**config.mk**
```make
export PLATFORM = sky130hd
export DESIGN_NAME = vn3_sqrt
export DESIGN_NICKNAME = d
export VERILOG_FILES = /design/src/vn3_pkg.sv /design/src/vn3_sqrt.sv
export SDC_FILE = /design/constraint.sdc
export NUM_CORES = 2
export LEC_CHECK = 0
export BUFFER_PORTS_ARGS = -buffer_cell sky130_fd_sc_hd__buf_2
export CAP_MARGIN = 20
export CORE_ASPECT_RATIO = 1.4
export CORE_MARGIN = 2
export CORE_UTILIZATION = 61
export CTS_CLUSTER_SIZE = 8
export DETAILED_ROUTE_END_ITERATION = 6
export PLACE_DENSITY = 0.83
export SETUP_SLACK_MARGIN = 0.1
export SLEW_MARGIN = 5
export SYNTH_ARGS = -nofsm -noshare
export SYNTH_HDL_FRONTEND = slang
export SYNTH_SLANG_ARGS = --single-unit
```
**constraint.sdc**
```tcl
create_clock -name clk_i -period 3.7 [get_ports clk_i]
set_input_delay 0.74 -clock clk_i [delete_from_list [all_inputs] [get_ports clk_i]]
set_output_delay 0.74 -clock clk_i [all_outputs]
set_load 0.05 [all_outputs]
```
**src/vn3_pkg.sv**
```systemverilog
`timescale 1ns / 1ps
`default_nettype none
// ----------------------------------------------------------------------------
// vn3_pkg: shared constants for the 3D vector normalizer
// Default widths and the fixed fraction width of the length result.
// ----------------------------------------------------------------------------
package vn3_pkg;

  // Default component width of the input vector.
  localparam int unsigned COMP_WIDTH_DEF = 16;

  // Default fraction width of the unit components (Q2.F).
  localparam int unsigned UNIT_FRAC_DEF = 14;

  // Fraction bits carried by the length result.
  localparam int unsigned LEN_FRAC_BITS = 8;

endpackage
`default_nettype wire

```
**src/vn3_sqrt.sv**
```systemverilog
`timescale 1ns / 1ps
`default_nettype none
// ----------------------------------------------------------------------------
// vn3_sqrt: pipelined integer square root
// Computes floor(sqrt(sum * 2^16)), one root bit per register stage, and
// carries a side payload alongside each request.
// ----------------------------------------------------------------------------
module vn3_sqrt #(
  parameter int unsigned CompWidth = vn3_pkg::COMP_WIDTH_DEF,
  parameter int unsigned PayWidth  = 1
) (
  input  logic                                       clk_i,
  input  logic                                       rst_ni,
  input  logic                                       en_i,
  input  logic                                       valid_i,
  input  logic [2*CompWidth-1:0]                     sum_i,
  input  logic [PayWidth-1:0]                        pay_i,
  output logic                                       valid_o,
  output logic [CompWidth+vn3_pkg::LEN_FRAC_BITS-1:0] root_o,
  output logic [PayWidth-1:0]                        pay_o
);
  import vn3_pkg::*;

  localparam int unsigned LenW = CompWidth + LEN_FRAC_BITS;
  localparam int unsigned RadW = 2 * LenW;
  localparam int unsigned RemW = LenW + 3;

  logic                v_q    [LenW];
  logic [RemW-1:0]     rem_q  [LenW];
  logic [LenW-1:0]     root_q [LenW];
  logic [RadW-1:0]     rad_q  [LenW];
  logic [PayWidth-1:0] pay_q  [LenW];

  for (genvar k = 0; k < LenW; k++) begin : g_stage
    logic                v_in;
    logic [RemW-1:0]     rem_in;
    logic [LenW-1:0]     root_in;
    logic [RadW-1:0]     rad_in;
    logic [PayWidth-1:0] pay_in;
    logic [RemW-1:0]     rem_x;
    logic [RemW-1:0]     trial;
    logic                ge;

    // Stage inputs come from the port at the head and the prior stage after.
    if (k == 0) begin : g_head
      assign v_in    = valid_i;
      assign rem_in  = '0;
      assign root_in = '0;
      assign rad_in  = {sum_i, {(2 * LEN_FRAC_BITS){1'b0}}};
      assign pay_in  = pay_i;
    end else begin : g_body
      assign v_in    = v_q[k-1];
      assign rem_in  = rem_q[k-1];
      assign root_in = root_q[k-1];
      assign rad_in  = rad_q[k-1];
      assign pay_in  = pay_q[k-1];
    end

    // Bring down the next bit pair and try the subtraction.
    assign rem_x = {rem_in[RemW-3:0], rad_in[RadW-1 -: 2]};
    assign trial = {1'b0, root_in, 2'b01};
    assign ge    = (rem_x >= trial);

    always_ff @(posedge clk_i or negedge rst_ni) begin
      if (!rst_ni) begin
        v_q[k] <= 1'b0;
      end else if (en_i) begin
        v_q[k] <= v_in;
      end
    end

    always_ff @(posedge clk_i) begin
      if (en_i) begin
        rem_q[k]  <= ge ? (rem_x - trial) : rem_x;
        root_q[k] <= {root_in[LenW-2:0], ge};
        rad_q[k]  <= {rad_in[RadW-3:0], 2'b00};
        pay_q[k]  <= pay_in;
      end
    end
  end

  assign valid_o = v_q[LenW-1];
  assign root_o  = root_q[LenW-1];
  assign pay_o   = pay_q[LenW-1];

endmodule
`default_nettype wire

```
==> results.cfg <==
[status]
status = finished clean

[timing]
max_freq_mhz = 280
fin_crit_ps = 3570
skew_ps = 48.1
maxSlewHeadroom_pct = 39.7
rsz0062_at_grt = no
finalCritPeriodShare_pct = 96.4
fin_setup_tns_ps = 0
worstMarginPinSlew_ps = 896
setup_ws_ps = 135
setup_viol = 0
slew_viol_final = 0
hold_violations = 0

[setup_path]
crit_type = flop to flop
crit_family = compound AO/OA/AOI/OAI gates
worstPathRequired_ps = 4190
slowest_delay_ps = 450
crit_fanout = 38
slowest_stage = a211oi_1
cp.arrival_ps = 4060
critPathLaunchType = flop
setup.worst_path.end_class = flop
cp_num_buf_inv = 3
crit_chain = ha_1 -> a211oi_1 -> o21ai_0 -> a211oi_1 -> nor3_1 -> buf_4 -> a221oi_1 -> buf_4 -> o31ai_4 -> buf_12 -> mux2_2

[cells_and_area]
final_cells = 5949
area_growth_pct = 11.8
drive_gt1_share_pct = 9.22
seq_area_um2 = 33600
multi_input_area_um2 = 20400
fin_nets = 5089
fillers = 6024
antenna_cells = 0

[placed_design]
routabilityCongestion = 0.934
placed_cells = 5771
pre_cts_ws_ps = 245
io_buffers = 62
hpwl_um = 79400

[synth]
yosys.area.top_type = edfxtp_1
syn_area_um2 = 55700
synth-seq-cells = 1123
syn_nets = 4871
synth_top_area_share_pct = 59.2
synth_cells = 4517
yosysMostFrequentCell = edfxtp_1
synthDistinctLibCells = 87
synthArstFlopShare_pct = 2.14
syn_area_per_cell_um2 = 12.3
synth_edf_count = 1099
yosysWarnings = 0
synth-main-ff-cell = edfxtp_1
synthTopCellsByCount = 1099 x edfxtp_1, 397 x inv_1, 318 x nand2_1
synth_seq_area_share_pct = 60.3
synth.area.top_cells = edfxtp_1 59%, ha_1 7.0%, xnor2_1 3.3%

[pwr]
comb_power_share_pct = 20.1
pwr-share-seq_pct = 45.9
p_int_uw = 27200
p_leak_uw = 0.0245
clkPwrFrac_pct = 33.9
p_sw_share_pct = 28.1
power_density_nw_per_um2 = 607
peakVddDrop_mv = 0.490
p_sw_uw = 10600

[global_route]
grtUsageTotal_pct = 24.8
grt_pass1_wl_um = 185000
antenna_found_initial = 0
grt_max_degree = 132
overflow = 0
grt_pass1_vias = 37318

[floorplanning]
rows = 131
die_area_um2 = 93900
io_pins = 63
start_util_pct = 61.4
dieHeight_um = 362
core-area_um2 = 90800
die_w_um = 259

[detailed_routing]
final_antenna_net_count = 0
wire_per_inst_um = 19.3
drtIter0Drc = 2646
postRouteWirelength_um = 115000
firstDrtPassIters = 5
drcViolationCount = 0
vias = 35845
via_per_inst = 6.03

[clock_tree]
cts_setup_buffers = 0
worstSkewPairLatency_ps = 770
numCtsBuffers = 158
cts_tree = done
cts_buffer_depth = 3
root_buffer = clkbuf_16
clock-sinks = 1123
clkSlewWorstSetupHoldPaths_ps = 50
cts_max_level = 4

[worst_hold_path]
hp-class = input port to flop

[flow_run]
maxCapViolCount = 0
cell usage in the layout (no fill, tap or decap), types with 47 or more instances in the layout:
cell type  instances
edfxtp_1        1099
inv_1            397
nand2_1          318
ha_1             310
nor2_1           267
a21oi_1          253
o21ai_0          236
xnor2_1          212
xor2_1           195
clkbuf_16        159
nor3_1           115
a21o_1           101
mux2_2            76
nor4_1            64
buf_4             62
buf_2             61
nand3_1           59
nand2b_1          56
o21a_1            56
nor2b_1           50
or3_1             47
routing by layer:
| layer | up-vias | GRT usage (%) | share of wire (%) |
|---|---|---|---|
| met5 | - | 0 | 0 |
| met4 | 0 | 14.2 | 5.4 |
| met3 | 365 | 4.05 | 3.9 |
| met2 | 1062 | 48.4 | 57 |
| met1 | 17426 | 24.0 | 34 |
| li1 | 16992 | - | - |
repair_timing:
item | in CTS | in global routing
hold endpoints to repair | 24 | 0
setup endpoints to repair | 0 | 19
gates resized for setup | 0 | 9
hold buffers | 1 | 0
registers in the layout, indices dropped and copies added, names as in the netlist:
name,cells
valid_o,1
rad_q,240
root_q,300
pay_q,24
rem_q,535
g_stage.v_in,23
power by group through the flow:
stage               sequential [uW]  clock, uW  combinational [uW]
floorplan                     17200          0                5560
global placement              17500          0                7130
detailed placement            17500          0                7430
CTS                           17400      13000                7560
global route                  17500      13500                8430
finish                        17400      12800                7610
path summary, 6_finish.rpt:
check	depth (start not counted)	end	start	slack, ps
setup / recovery	11	rem_q[2][179]$_DFFE_PP_	rem_q[2][135]$_SDFFCE_PP0P_	130
hold / removal	1	rad_q[0][41]$_DFFE_PP_	sum_i[25]	140
setup reg to reg	11	rem_q[2][179]$_DFFE_PP_	rem_q[2][135]$_SDFFCE_PP0P_	130
hold reg to reg	0	rad_q[1][36]$_DFFE_PP_	rad_q[0][356]$_DFFE_PP_	410
max in group asynchronous	2	g_stage[12].v_in$_DFFE_PN0P_	rst_ni	2820
min in group asynchronous	2	g_stage[7].v_in$_DFFE_PN0P_	rst_ni	530
cell type report:
type / count / area share, %
flip-flops and latches: 1123 / 53.9
clock inverters: 15 / 0.544
repair buffers: 137 / 1.66
clock buffers: 162 / 6.40
inverters: 398 / 2.40
multi-input cells: 2917 / 32.7
well taps: 1197 / 2.40
cell families (layout without fill, tap and decap cells):
logic type	count (synthesis)	in the layout	share of synthesized area, %
DFF	1123	1123	60.3
AOI/OAI and AO/OA	924	924	10.5
buffers and inverters	477	712	3.28
adders and majority gates	317	317	7.21
muxes	81	81	1.62
other	1	1	0.00673
and+or+nand+nor	1187	1187	10.7
xor gates and xnor gates	407	407	6.39
per-stage QoR:
stage	hold slack, ps	instance area [um^2]	power (uW)	util (%)
after global placement	401	58000	24600	63.8
after global routing	109	62300	39500	68.7
final	140	62300	37800	68.7
after CTS	97.9	62300	37900	68.6
after detailed placement	405	58000	25000	63.8
after floorplan	400	55700	22800	-
Power figures use the tool's default switching activity.
