<file path="config.mk">
export PLATFORM = sky130hd
export DESIGN_NAME = vn3_div
export DESIGN_NICKNAME = d
export VERILOG_FILES = /design/src/vn3_pkg.sv /design/src/vn3_div.sv
export SDC_FILE = /design/constraint.sdc
export NUM_CORES = 2
export LEC_CHECK = 0
export BUFFER_PORTS_ARGS = -buffer_cell sky130_fd_sc_hd__buf_2
export CAP_MARGIN = 20
export CELL_PAD_IN_SITES_DETAIL_PLACEMENT = 1
export CELL_PAD_IN_SITES_GLOBAL_PLACEMENT = 1
export CORE_ASPECT_RATIO = 0.9
export CORE_MARGIN = 2
export CORE_UTILIZATION = 52
export CTS_CLUSTER_SIZE = 25
export DETAILED_ROUTE_END_ITERATION = 16
export PLACE_DENSITY_LB_ADDON = 0.3
export SYNTH_ARGS = -nofsm -noshare
export SYNTH_HDL_FRONTEND = slang
export SYNTH_SLANG_ARGS = --single-unit
</file>
<file path="constraint.sdc">
create_clock -name clk_i -period 4.2 [get_ports clk_i]
set_input_delay 0.42 -clock clk_i [delete_from_list [all_inputs] [get_ports clk_i]]
set_output_delay 0.42 -clock clk_i [all_outputs]
set_load 0.02 [all_outputs]
</file>
<file path="src/vn3_pkg.sv">
`timescale 1ns / 1ps
`default_nettype none
// ----------------------------------------------------------------------------
// vn3_pkg: shared constants for the 3D vector normalizer
// Default widths and the fixed fraction width of the length result.
// ----------------------------------------------------------------------------
package vn3_pkg;

  // Default component width of the input vector.
  localparam int unsigned COMP_WIDTH_DEF = 16;

  // Default fraction width of the unit components (Q2.F).
  localparam int unsigned UNIT_FRAC_DEF = 14;

  // Fraction bits carried by the length result.
  localparam int unsigned LEN_FRAC_BITS = 8;

endpackage
`default_nettype wire

</file>
<file path="src/vn3_div.sv">
`timescale 1ns / 1ps
`default_nettype none
// ----------------------------------------------------------------------------
// vn3_div: three-lane pipelined restoring divider
// Each lane computes floor(mag * 2^(F+8) / len), one quotient bit per stage.
// ----------------------------------------------------------------------------
module vn3_div #(
  parameter int unsigned CompWidth    = vn3_pkg::COMP_WIDTH_DEF,
  parameter int unsigned UnitFracBits = vn3_pkg::UNIT_FRAC_DEF,
  parameter int unsigned PayWidth     = 1
) (
  input  logic                                       clk_i,
  input  logic                                       rst_ni,
  input  logic                                       en_i,
  input  logic                                       valid_i,
  input  logic [CompWidth+vn3_pkg::LEN_FRAC_BITS-1:0] len_i,
  input  logic [2:0][CompWidth-1:0]                  mag_i,
  input  logic [PayWidth-1:0]                        pay_i,
  output logic                                       valid_o,
  output logic [CompWidth+vn3_pkg::LEN_FRAC_BITS-1:0] len_o,
  output logic [2:0][UnitFracBits:0]                 quo_o,
  output logic [PayWidth-1:0]                        pay_o
);
  import vn3_pkg::*;

  localparam int unsigned LenW = CompWidth + LEN_FRAC_BITS;
  localparam int unsigned NumStages = UnitFracBits + 1;

  logic                       v_q   [NumStages];
  logic [LenW-1:0]            len_q [NumStages];
  logic [2:0][LenW-1:0]       r_q   [NumStages];
  logic [2:0][UnitFracBits:0] q_q   [NumStages];
  logic [PayWidth-1:0]        pay_q [NumStages];

  for (genvar j = 0; j < NumStages; j++) begin : g_stage
    logic                       v_in;
    logic [LenW-1:0]            len_in;
    logic [2:0][LenW:0]         dvd;
    logic [2:0][UnitFracBits:0] q_in;
    logic [PayWidth-1:0]        pay_in;
    logic [2:0]                 ge;
    logic [2:0][LenW:0]         diff;

    // The first stage divides mag * 2^8, later stages shift the remainder.
    if (j == 0) begin : g_head
      assign v_in   = valid_i;
      assign len_in = len_i;
      assign pay_in = pay_i;
      assign q_in   = '0;
      for (genvar l = 0; l < 3; l++) begin : g_lane
        assign dvd[l] = {1'b0, mag_i[l], {LEN_FRAC_BITS{1'b0}}};
      end
    end else begin : g_body
      assign v_in   = v_q[j-1];
      assign len_in = len_q[j-1];
      assign pay_in = pay_q[j-1];
      assign q_in   = q_q[j-1];
      for (genvar l = 0; l < 3; l++) begin : g_lane
        assign dvd[l] = {r_q[j-1][l], 1'b0};
      end
    end

    // One trial subtraction per lane.
    for (genvar l = 0; l < 3; l++) begin : g_cmp
      assign ge[l]   = (dvd[l] >= {1'b0, len_in});
      assign diff[l] = ge[l] ? (dvd[l] - {1'b0, len_in}) : dvd[l];
    end

    always_ff @(posedge clk_i or negedge rst_ni) begin
      if (!rst_ni) begin
        v_q[j] <= 1'b0;
      end else if (en_i) begin
        v_q[j] <= v_in;
      end
    end

    always_ff @(posedge clk_i) begin
      if (en_i) begin
        len_q[j] <= len_in;
        pay_q[j] <= pay_in;
        for (int l = 0; l < 3; l++) begin
          r_q[j][l] <= diff[l][LenW-1:0];
          q_q[j][l] <= {q_in[l][UnitFracBits-1:0], ge[l]};
        end
      end
    end
  end

  assign valid_o = v_q[NumStages-1];
  assign len_o   = len_q[NumStages-1];
  assign quo_o   = q_q[NumStages-1];
  assign pay_o   = pay_q[NumStages-1];

endmodule
`default_nettype wire

</file>
==> flow_summary.ini <==
[run_status]
status = finished, final reports clean

[final_layout]
fill_cells = 22900
fin_cells = 14100
seq_area_um2 = 52700
design_area_um2 = 127000
drive_gt1_share_pct = 11.6
syn_to_final_growth_pct = 12.2
fin_nets = 12200
multiInputGateArea_um2 = 57600

[clock_tree]
cts_inserted_buffers = 195
root_buffer = clkbuf_16
clkLatencyLatePin_ns = 0.88
cts.sinks = 1758
cts_max_level = 4
cts.clk_slew.worst_paths_ns = 0.06
clockBufferDepth = 3
cts_tree = yes

[critical_path]
end_kind = register
worstRegToRegCells = 12
crit_slowest_cell = o41ai_1
crit_chain = inv_1, ha_1, nor2b_1, o31a_1, o41ai_2, or3_1, a31oi_1, a41o_1, o41ai_1, o21ai_0, xor2_1, mux2_2
cp_top_family = compound AO/OA/AOI/OAI gates
worstPathRequired_ns = 4.83
max_stage_delay_ns = 0.46
arrival_ns = 4.76
cp.buffers_inverters = 1
cp_max_fo = 4
timing.rr.end = r_q[1][238]$_DFFE_PP_
rr_startpoint = len_q[10][2]$_DFFE_PP_
start_kind = register
r2r_setup_slack_ns = 0.07
criticalPathCategory = register to register

[pwr]
p_sw_share_pct = 42.4
powerDensity_nw_per_um2 = 852
power_switching_mw = 45.9
ir_worst_vdd_v = 0.000582
internal-power_mw = 62.3
clkPwrFrac_pct = 16.5
p_comb_share_pct = 52.4
p_seq_share_pct = 31.0
leakage_nw = 51.8

[timing]
hold_violations = 0
fin_skew_ns = 0.0554
relSlewSlack_pct = 13.6
whs_ns = 0.0836
fmax_mhz = 242
min_period_over_period_pct = 98.3
tightest_slew_ns = 1.28
setup_viol = 0
min_period_ns = 4.13
rsz0062_at_grt = no
maxSlewViolCount = 0
worst_slack_ns = 0.0693

[place]
place_area_um2 = 119000
post-place-ws_ns = -0.0888
dp_hpwl_um = 311000
port_buffers = 147
place_congestion = 1.00
place_inst = 13600

[synth]
ys_top_cells_by_area = edfxtp_1 46%, ha_1 12%, mux2_2 4.6%
syn_avg_cell_area_um2 = 10.8
synthesis.nets = 11700
yosys-top-cells-count = 1743 x edfxtp_1, 1054 x ha_1, 791 x a21oi_1
synth_fa_ha_area_share_pct = 12.3
synth-simple-area-share_pct = 11.1
ys_seq_area_share_pct = 46.5
synth_top_family_by_area = compound AO/OA/AOI/OAI gates
synth_edf_count = 1743
ys_types = 92
synth_ff_type = edfxtp_1
ys_ff_latch = 1758
ys_warn_count = 0
synth_compound_area_share_pct = 16.4
synth_area_um2 = 113000
synth_top_area_share_pct = 46.2
syn_inst = 10500
synth_largest_area_cell = edfxtp_1
async_flop_share_pct = 0.853
synthMuxAreaShare_pct = 4.87
synth.most_common_cell = edfxtp_1
synth-xor-area-share_pct = 5.78

[routing]
route.antenna.remaining_nets = 0
drc_errors = 0
dr.pass1.iters = 6
wirelength_um = 397000
drt_iter0_markers = 8142
via_per_inst = 6.33
routedWlPerCell_um = 28.2
vias = 89000

[worst_hold_path]
min_path_type = primary input to register
min_to = r_q[0][8]$_DFFE_PP_
worstHoldStart = mag_i[0]
hold_depth = 4

[floorplanning]
coreArea_um2 = 216000
die_w_um = 496
start_util_pct = 52.3
die_area_um2 = 222000
dieHeight_um = 447
ios = 148
placementRows = 162

[job]
drv_cap = 0

[grt]
grt_overflow_total = 0
grt_pass1_wl_um = 587000
grt_pass1_vias = 92300
antenna_found_initial = 23
grt_max_degree = 110
grt_usage_pct = 35.3
==> through the flow <==
| stage | power [mW] | setup TNS (ns) | utilization (%) |
|---|---|---|---|
| after floorplan | 69.2 | 0 | - |
| after global placement | 85.6 | 0 | 55.2 |
| after detailed placement | 88.2 | -0.152 | 55.2 |
| after CTS | 107 | 0 | 58.6 |
| after global routing | 114 | 0 | 58.7 |
| final | 108 | 0 | 58.7 |
==> layout by cell type, fill, tap and decap left out, types with 97 or more instances in the layout <==
cell          n
xor2_1      268
inv_1       667
xnor2_1     479
nand2b_1    137
buf_2       146
clkbuf_16   195
mux2_2      459
nor2_1      757
nand2_1     740
buf_4       213
o31ai_1      97
nor2b_1     153
nand3_1     209
a21o_1      412
edfxtp_1   1743
nand4_1     109
nor3_1      175
ha_1       1054
a21oi_1     783
o21ai_0     715
o21a_1      166
==> flip-flops by register name, summed over array words and instances (netlist names) <==
register,cells
r_q,1008
len_q,360
q_q,360
pay_q,15
g_stage.v_in,14
valid_o,1
==> metal layers <==
metal	vias up	GRT usage, %	part of all wire [%]
met5	-	0	0.021
met4	12	18.9	6.0
met3	921	6.33	6.9
met2	3189	57.3	46
met1	44600	44.9	41
li1	40300	-	-
==> power groups by stage <==
stage	logic [mW]	clock network (mW)	registers, mW
after floorplan	39.0	0	30.2
after global placement	52.1	0	33.5
after detailed placement	54.6	0	33.6
after CTS	55.6	18.1	33.4
after global routing	61.5	18.7	33.8
final	56.7	17.9	33.6
==> cells by family after synthesis <==
logic type      Yosys count
compound gates         2919
simple gates           2657
buf+inv                 864
fa+ha+maj              1093
xor+xnor                747
flops                  1758
mux                     490
==> tightest hold or removal path: stages <==
cell	delay (ns)
buf_2	0.12
nand2_1	0.05
o21ai_0	0.10
buf_4	0.17
==> how the worst max path moves through the flow <==
stage | start | endpoint | cells past startpoint
floorplan | len_q[4][1]$_DFFE_PP_ | r_q[0][390]$_DFFE_PP_ | 13
global placement | len_q[10][2]$_DFFE_PP_ | r_q[1][238]$_DFFE_PP_ | 12
detailed placement | len_q[10][1]$_DFFE_PP_ | r_q[1][242]$_DFFE_PP_ | 13
CTS | len_q[3][1]$_DFFE_PP_ | r_q[0][354]$_DFFE_PP_ | 12
global route | len_q[4][1]$_DFFE_PP_ | r_q[0][418]$_DFFE_PP_ | 12
finish | len_q[10][2]$_DFFE_PP_ | r_q[1][238]$_DFFE_PP_ | 12
==> what timing repair did <==
item,CTS,global route
resized for setup,3,23
gates cloned,1,1
pin swaps,1,4
endpoints found under the hold margin,87,0
endpoints found under the setup margin,11,215
setup buffers,0,8
hold buffers,74,0
==> layout make-up <==
class                      instances  share of cell area (%)
multi-input combinational       7908                    45.3
sequential                      1758                    41.5
clock buffer                     230                    3.96
timing repair buffer             481                    3.17
tap                             2870                    2.83
inverter                         670                    1.98
clock inverter                   135                    1.24
antenna                           15                  0.0295
(Power assumes the default switching activity.)
